--- config.mk ---
export PLATFORM = sky130hd
export DESIGN_NAME = constant_opacity_pixel_blend
export DESIGN_NICKNAME = d
export VERILOG_FILES = /design/src/hdl/copb_pkg.sv /design/src/hdl/constant_opacity_pixel_blend.sv
export SDC_FILE = /design/constraint.sdc
export NUM_CORES = 2
export LEC_CHECK = 0
export CAP_MARGIN = 10
export CORE_UTILIZATION = 40
export CTS_CLUSTER_SIZE = 14
export DETAILED_ROUTE_END_ITERATION = 10
export DONT_BUFFER_PORTS = 1
export SLEW_MARGIN = 20
export SYNTH_ARGS = -nofsm -noshare
export SYNTH_HDL_FRONTEND = slang
export SYNTH_SLANG_ARGS = --single-unit
--- constraint.sdc ---
create_clock -name clk -period 26.6 [get_ports clk]
set_input_delay 6.65 -clock clk [delete_from_list [all_inputs] [get_ports clk]]
set_output_delay 6.65 -clock clk [all_outputs]
set_load 0.02 [all_outputs]
--- src/hdl/copb_pkg.sv ---
`timescale 1ns / 1ps
// ----------------------------------------------------------------------------
// copb_pkg
// Shared types and constants of the constant-opacity pixel blender.
// ----------------------------------------------------------------------------
package copb_pkg;

  localparam int PIXEL_W     = 32;
  localparam int CHAN_W      = 8;
  localparam int MATTE_W     = 24;
  localparam int CFG_INDEX_W = 2;
  localparam int CFG_DATA_W  = 24;

  localparam logic [31:0] MASK_RB  = 32'h00ff00ff;
  localparam logic [31:0] MASK_G   = 32'h0000ff00;
  localparam logic [31:0] MASK_A   = 32'hff000000;
  localparam logic [7:0]  CHAN_MAX = 8'hff;

  // blend modes
  typedef enum logic [1:0] {
    MODE_PLAIN      = 2'd0,
    MODE_KEEP_ALPHA = 2'd1,
    MODE_ADDITIVE   = 2'd2,
    MODE_MATTE      = 2'd3
  } blend_mode_t;

  // configuration register indexes
  typedef enum logic [CFG_INDEX_W-1:0] {
    REG_BLEND_MODE  = 2'd0,
    REG_OPACITY     = 2'd1,
    REG_MATTE_COLOR = 2'd2
  } cfg_reg_t;

endpackage

--- src/hdl/constant_opacity_pixel_blend.sv ---
`timescale 1ns / 1ps
// ----------------------------------------------------------------------------
// constant_opacity_pixel_blend
// Three-stage pipelined ARGB8888 blender with a constant source opacity.
// ----------------------------------------------------------------------------
// usage
//   input: a source and a destination pixel plus the span-end flag are taken
//   at a rising edge where start is high and busy is low; busy only rises
//   while rst is held, so a new transaction can be taken in every cycle
//   output: one blended pixel per transaction, shown for exactly one cycle
//   with result_valid high; the receiver has no way to hold it off, so the
//   pipeline never stalls and needs no skid storage
//   path: a transaction taken at an edge passes three register stages
//   (operand prep, multiply, combine) before its result shows
//   throughput: one pixel per clock
//   configuration: blend_mode, opacity and matte_color are written over the
//   cfg channel (always ready); writes are expected only while no pixel is
//   in flight; an index beyond the register list is ignored
//   reset: synchronous rst empties the pipeline and restores mode plain
//   blend, opacity 0xff and a black matte
// ----------------------------------------------------------------------------
module constant_opacity_pixel_blend (
  input  logic                               clk,
  input  logic                               rst,
  // pixel command channel
  input  logic                               start,
  output logic                               busy,
  input  logic [copb_pkg::PIXEL_W-1:0]       src_pixel,
  input  logic [copb_pkg::PIXEL_W-1:0]       dst_pixel,
  input  logic                               last_pixel,
  // result channel
  output logic                               result_valid,
  output logic [copb_pkg::PIXEL_W-1:0]       out_pixel,
  output logic                               out_last,
  // configuration write channel
  input  logic                               cfg_valid,
  output logic                               cfg_ready,
  input  logic [copb_pkg::CFG_INDEX_W-1:0]   cfg_index,
  input  logic [copb_pkg::CFG_DATA_W-1:0]    cfg_data
);

  import copb_pkg::*;

  // configuration registers
  blend_mode_t        blend_mode;
  logic [7:0]         opacity;
  logic [MATTE_W-1:0] matte_color;

  logic accept;

  // stage 1: operands
  logic        valid1;
  logic        last1;
  blend_mode_t mode1;
  logic [31:0] diff_rb1;
  logic [31:0] diff_g1;
  logic [31:0] bm_rb1;
  logic [31:0] bm_g1;
  logic [7:0]  f1;
  logic [2:0][7:0] src_ch1;
  logic [2:0][7:0] dst_ch1;
  logic [7:0]  dst_a1;
  logic [7:0]  op1;

  // stage 1 combinational operand selection
  logic [31:0] lerp_a;
  logic [31:0] lerp_b;
  logic [7:0]  lerp_f;

  // stage 2: products
  logic        valid2;
  logic        last2;
  blend_mode_t mode2;
  logic [31:0] prod_rb2;
  logic [31:0] prod_g2;
  logic [31:0] bm_rb2;
  logic [31:0] bm_g2;
  logic [2:0][15:0] src_prod2;
  logic [2:0][15:0] dst_prod2;
  logic [15:0] alpha_prod2;
  logic [7:0]  dst_a2;
  logic [7:0]  op2;

  // stage 3 combinational combine
  logic [31:0] lerp_rb;
  logic [31:0] lerp_g;
  logic [31:0] lerp_px;
  logic [2:0][8:0] ch_sum;
  logic [2:0][7:0] ch_sat;
  logic [8:0]  na_raw;
  logic [8:0]  na_fix;
  logic [31:0] result_next;

  // the pipeline never stalls, so only reset holds off new transactions
  assign busy      = rst;
  assign accept    = start & ~busy;
  assign cfg_ready = 1'b1;

  // --------------------------------------------------------------------------
  // configuration
  // --------------------------------------------------------------------------
  always_ff @(posedge clk) begin
    if (rst) begin
      blend_mode  <= MODE_PLAIN;
      opacity     <= CHAN_MAX;
      matte_color <= '0;
    end else if (cfg_valid && cfg_ready) begin
      unique case (cfg_reg_t'(cfg_index))
        REG_BLEND_MODE:  blend_mode  <= blend_mode_t'(cfg_data[1:0]);
        REG_OPACITY:     opacity     <= cfg_data[7:0];
        REG_MATTE_COLOR: matte_color <= cfg_data[MATTE_W-1:0];
        default: ;  // unknown index, write dropped
      endcase
    end
  end

  // --------------------------------------------------------------------------
  // stage 1: pick lerp operands and form the packed differences
  // --------------------------------------------------------------------------
  // matte lerps dst over the matte color by dst alpha, the other modes
  // lerp src over dst by the opacity
  always_comb begin
    if (blend_mode == MODE_MATTE) begin
      lerp_a = dst_pixel;
      lerp_b = {8'd0, matte_color};
      lerp_f = dst_pixel[31:24];
    end else begin
      lerp_a = src_pixel;
      lerp_b = dst_pixel;
      lerp_f = opacity;
    end
  end

  always_ff @(posedge clk) begin
    if (rst) begin
      valid1 <= 1'b0;
    end else begin
      valid1 <= accept;
    end
  end

  always_ff @(posedge clk) begin
    if (accept) begin
      last1    <= last_pixel;
      mode1    <= blend_mode;
      // packed differences wrap modulo 2^32 when negative
      diff_rb1 <= (lerp_a & MASK_RB) - (lerp_b & MASK_RB);
      diff_g1  <= (lerp_a & MASK_G) - (lerp_b & MASK_G);
      bm_rb1   <= lerp_b & MASK_RB;
      bm_g1    <= lerp_b & MASK_G;
      f1       <= lerp_f;
      src_ch1  <= src_pixel[23:0];
      dst_ch1  <= dst_pixel[23:0];
      dst_a1   <= dst_pixel[31:24];
      op1      <= opacity;
    end
  end

  // --------------------------------------------------------------------------
  // stage 2: multiplies
  // --------------------------------------------------------------------------
  always_ff @(posedge clk) begin
    if (rst) begin
      valid2 <= 1'b0;
    end else begin
      valid2 <= valid1;
    end
  end

  always_ff @(posedge clk) begin
    if (valid1) begin
      last2    <= last1;
      mode2    <= mode1;
      // packed lerp products keep only the low 32 bits
      prod_rb2 <= diff_rb1 * {24'd0, f1};
      prod_g2  <= diff_g1 * {24'd0, f1};
      bm_rb2   <= bm_rb1;
      bm_g2    <= bm_g1;
      for (int i = 0; i < 3; i++) begin
        // premultiplied source and inverse-scaled destination channels
        src_prod2[i] <= {8'd0, src_ch1[i]} * {8'd0, op1};
        dst_prod2[i] <= {8'd0, dst_ch1[i]} * {8'd0, op1 ^ CHAN_MAX};
      end
      alpha_prod2 <= {8'd0, dst_a1} * {8'd0, op1};
      dst_a2      <= dst_a1;
      op2         <= op1;
    end
  end

  // --------------------------------------------------------------------------
  // stage 3: combine and select by mode
  // --------------------------------------------------------------------------
  always_comb begin
    lerp_rb = (bm_rb2 + {8'd0, prod_rb2[31:8]}) & MASK_RB;
    lerp_g  = (bm_g2 + {8'd0, prod_g2[31:8]}) & MASK_G;
    lerp_px = lerp_rb | lerp_g;

    // per-channel saturating add of the two scaled pixels
    for (int i = 0; i < 3; i++) begin
      ch_sum[i] = {1'b0, src_prod2[i][15:8]} + {1'b0, dst_prod2[i][15:8]};
      ch_sat[i] = ch_sum[i][8] ? CHAN_MAX : ch_sum[i][7:0];
    end

    // merged alpha a + o - a*o/256, then folded back below 256
    na_raw = {1'b0, dst_a2} + {1'b0, op2} - {1'b0, alpha_prod2[15:8]};
    na_fix = na_raw - {8'd0, na_raw[8]};

    unique case (mode2)
      MODE_PLAIN:      result_next = lerp_px;
      MODE_KEEP_ALPHA: result_next = lerp_px | {dst_a2, 24'd0};
      MODE_ADDITIVE:   result_next = {na_fix[7:0], ch_sat};
      MODE_MATTE:      result_next = lerp_px | MASK_A;
      default:         result_next = lerp_px;
    endcase
  end

  always_ff @(posedge clk) begin
    if (rst) begin
      result_valid <= 1'b0;
    end else begin
      result_valid <= valid2;
    end
  end

  always_ff @(posedge clk) begin
    if (valid2) begin
      out_pixel <= result_next;
      out_last  <= last2;
    end
  end

endmodule

==> metrics.csv <==
stage,metric,value,unit
clock_network,setup bufs post-CTS,0,
power,peak supply drop,0.0601,mV
floorplanning,FP Rows,109,
grt,vias in the first global route,24373,
clock_network,clock transition at the registers of the reported paths,0.07,ns
layout,"commonest non-fill, non-tap cell in the layout",inv_1,
grt,largest net degree at the start of global routing,71,
synthesis,"Distinct cells, synth",68,
synthesis,Main synth FF type,edfxtp_1,
sta,RSZ-0062 raised after global routing,false,
setup_path,CP Class,in2out,
sta,slew margin rel.,0.324,
grt,gr ovfl total,0,
synthesis,Synth area leaders,"fa_1, edfxtp_1, ha_1, inv_1, and2_1",
grt,total track usage,0.193,
grt,antenna violations before repair,5,
power,PD cells,86.4,mW/mm^2
sta,worst-margin pin slew,1.01,ns
setup_path,arrival time worst endpoint,6.65,ns
routing,Detailed Route WL,84300,um
flow_run,Maximum Capacitance Violations,0,
routing,post-route ant nets,0,
synthesis,#FFs+latches synth,333,
sta,Max Fclk,0.0752,GHz
grt,first-pass GRT wire length,136000,um
layout,area of the multi-input gates,0.0235,mm^2
setup_path,r2r setup slk,21.13,ns
run_status,status,finished clean,
setup_path,Setup crit end kind,output port,
placed_design,RD Place Congestion,0.851,
clock_network,"Clk Latency, worst-skew pair",0.59,ns
sta,post-route worst setup slack,13.30,ns
routing,routed wire length per instance,18.0,um
routing,drt first pass iters,5,
power,leakage power,18.1,nW
synthesis,register area share after synthesis,0.267,
placed_design,pre-CTS WS,13.30,ns
clock_network,Num CTS Buffers,42,
synthesis,Post-Syn Instances,3508,
synthesis,Avg Inst Size Synth,10.3,um^2
clock_network,post-cts hold buffer count,0,
sta,final-report setup violation count,0,
floorplanning,Core ar.,0.0888,mm^2
floorplanning,I/O Pins,131,
clock_network,H-tree depth,2,
placed_design,placed cells,4602,
synthesis,Yosys warning total,0,
placed_design,PortBufs,0,
routing,DRC Markers,0,
floorplanning,initial core utilization,0.406,
sta,Min Hold Slack,0.404,ns
floorplanning,Die Span Y,302,um
clock_network,CTS sink cnt,333,
sta,fin crit period,13.30,ns
layout,Fill cells,8413,
layout,Reg area,0.00963,mm^2
routing,Initial DRC Count,1212,
layout,"commonest non-fill, non-tap cells in the layout","inv_1, fa_1, ha_1",
synthesis,"FFs w/ async S/R, synth",0,
synthesis,Yosys top cell area share,0.261,
setup_path,WP data required,19.95,ns
sta,Fin. Hold Viols,0,
clock_network,Max clock buf depth,3,
synthesis,Post-synth EDFFs,296,
floorplanning,die width,302,um
placed_design,Post-DP HPWL,63700,um
layout,Final Non-Filler Cells,4682,
routing,via count,23193,
clock_network,CTS tree,yes,
synthesis,Synthesized Nets,4442,
sta,clk_skew,0.0309,ns
layout,nets,4415,
floorplanning,die area,0.0913,mm^2
layout,synth-to-layout area growth,7.77,%
min_path,worst hold path type,reg2reg,
clock_network,PostCTS Resize Cnt,0,
setup_path,Worst Path Max Fanout,39,
clock_network,clk root buf,clkbuf_16,
synthesis,Synth Cell Area,0.0360,mm^2
sta,Tcrit/Tclk final,0.500,
routing,vias per inst,4.95,
layout,Finished Cell Area,0.0388,mm^2
sta,Setup TNS Final,0,ns
sta,Final Max Tran Viols,0,
placed_design,cell area after placement,0.0373,mm^2
synthesis,"area leader, netlist",fa_1,
setup_path,startpoint types,input port,
layout,share of cells above drive strength 1,0.0427,
## sequential cells by signal (all words and copies together), names as in the netlist, 9 cells and up
signal / cells
diff_rb1: 24
bm_rb1: 16
dst_prod2: 24
src_ch1: 24
diff_g1: 9
prod_rb2: 24
matte_color: 24
bm_rb2: 16
src_prod2: 24
dst_ch1: 24
out_pixel: 32
## worst paths after layout
check                 from            to  depth (start not counted)
setup / recovery       rst          busy                          0
hold / removal    bm_g1[9]      bm_g2[9]                          0
setup reg to reg     f1[2]  prod_rb2[31]                         18
hold reg to reg   bm_g1[9]      bm_g2[9]                          0
## per-stage QoR
stage	util	power [mW]
finish	0.437	3.35
global route	0.437	3.71
CTS	0.437	3.40
detailed placement	0.421	2.76
global placement	0.421	2.74
floorplan	-	2.32
## routing by layer
layer | track usage | vias to the layer above | share of wire
met5 | 0 | - | 0.00020
met4 | 0.0451 | 2 | 0.020
met3 | 0.0282 | 85 | 0.046
met2 | 0.314 | 422 | 0.46
met1 | 0.272 | 11612 | 0.47
li1 | - | 11072 | -
## cells by family (layout without fill, tap and decap cells)
family                   count (synthesis)  count (layout)  share of synthesized area
flip-flops                             333             333                      0.267
buffers and inverters                  776             783                     0.0811
XOR/XNOR                               155             155                     0.0377
AND/OR/NAND/NOR                       1014            1014                      0.147
adder cells (fa/ha/maj)                839             839                      0.389
other                                    1               3                   0.000104
multiplexers                            59              59                     0.0175
AO/OA/AOI/OAI                          331             331                     0.0602
## cell type report
type / instances / share of cell area
antenna: 2 / 0.000129
clock buffer: 57 / 0.0320
clock inverter: 21 / 0.00609
inverter: 676 / 0.0654
multi-input combinational: 2399 / 0.605
sequential: 333 / 0.248
tap: 1165 / 0.0375
timing repair buffer: 29 / 0.00561
## synth_stat cells, types with 18 or more instances
master    number
mux2i_1       27
edfxtp_1     296
mux2_2        32
nor3_1        36
nor2b_1       96
nand2b_1     112
ha_1         370
and2_1       287
xnor2_1      105
o21a_1        20
fa_1         469
xor2_1        50
nor2_1        89
o21ai_0       64
a21o_1        37
nand3_1       19
clkbuf_1      85
o21bai_1      18
inv_1        676
a21oi_1      109
dfxtp_1       37
nand2_1      323
## power by group
group | leakage (nW) | total [mW] | internal, mW | switching, mW
logic | 14.4 | 1.92 | 0.852 | 1.07
registers | 3.05 | 0.832 | 0.761 | 0.0713
clock network | 0.718 | 0.605 | 0.363 | 0.242
total | 18.1 | 3.35 | 1.98 | 1.38
Note: power is estimated with default switching activity, not from simulation.
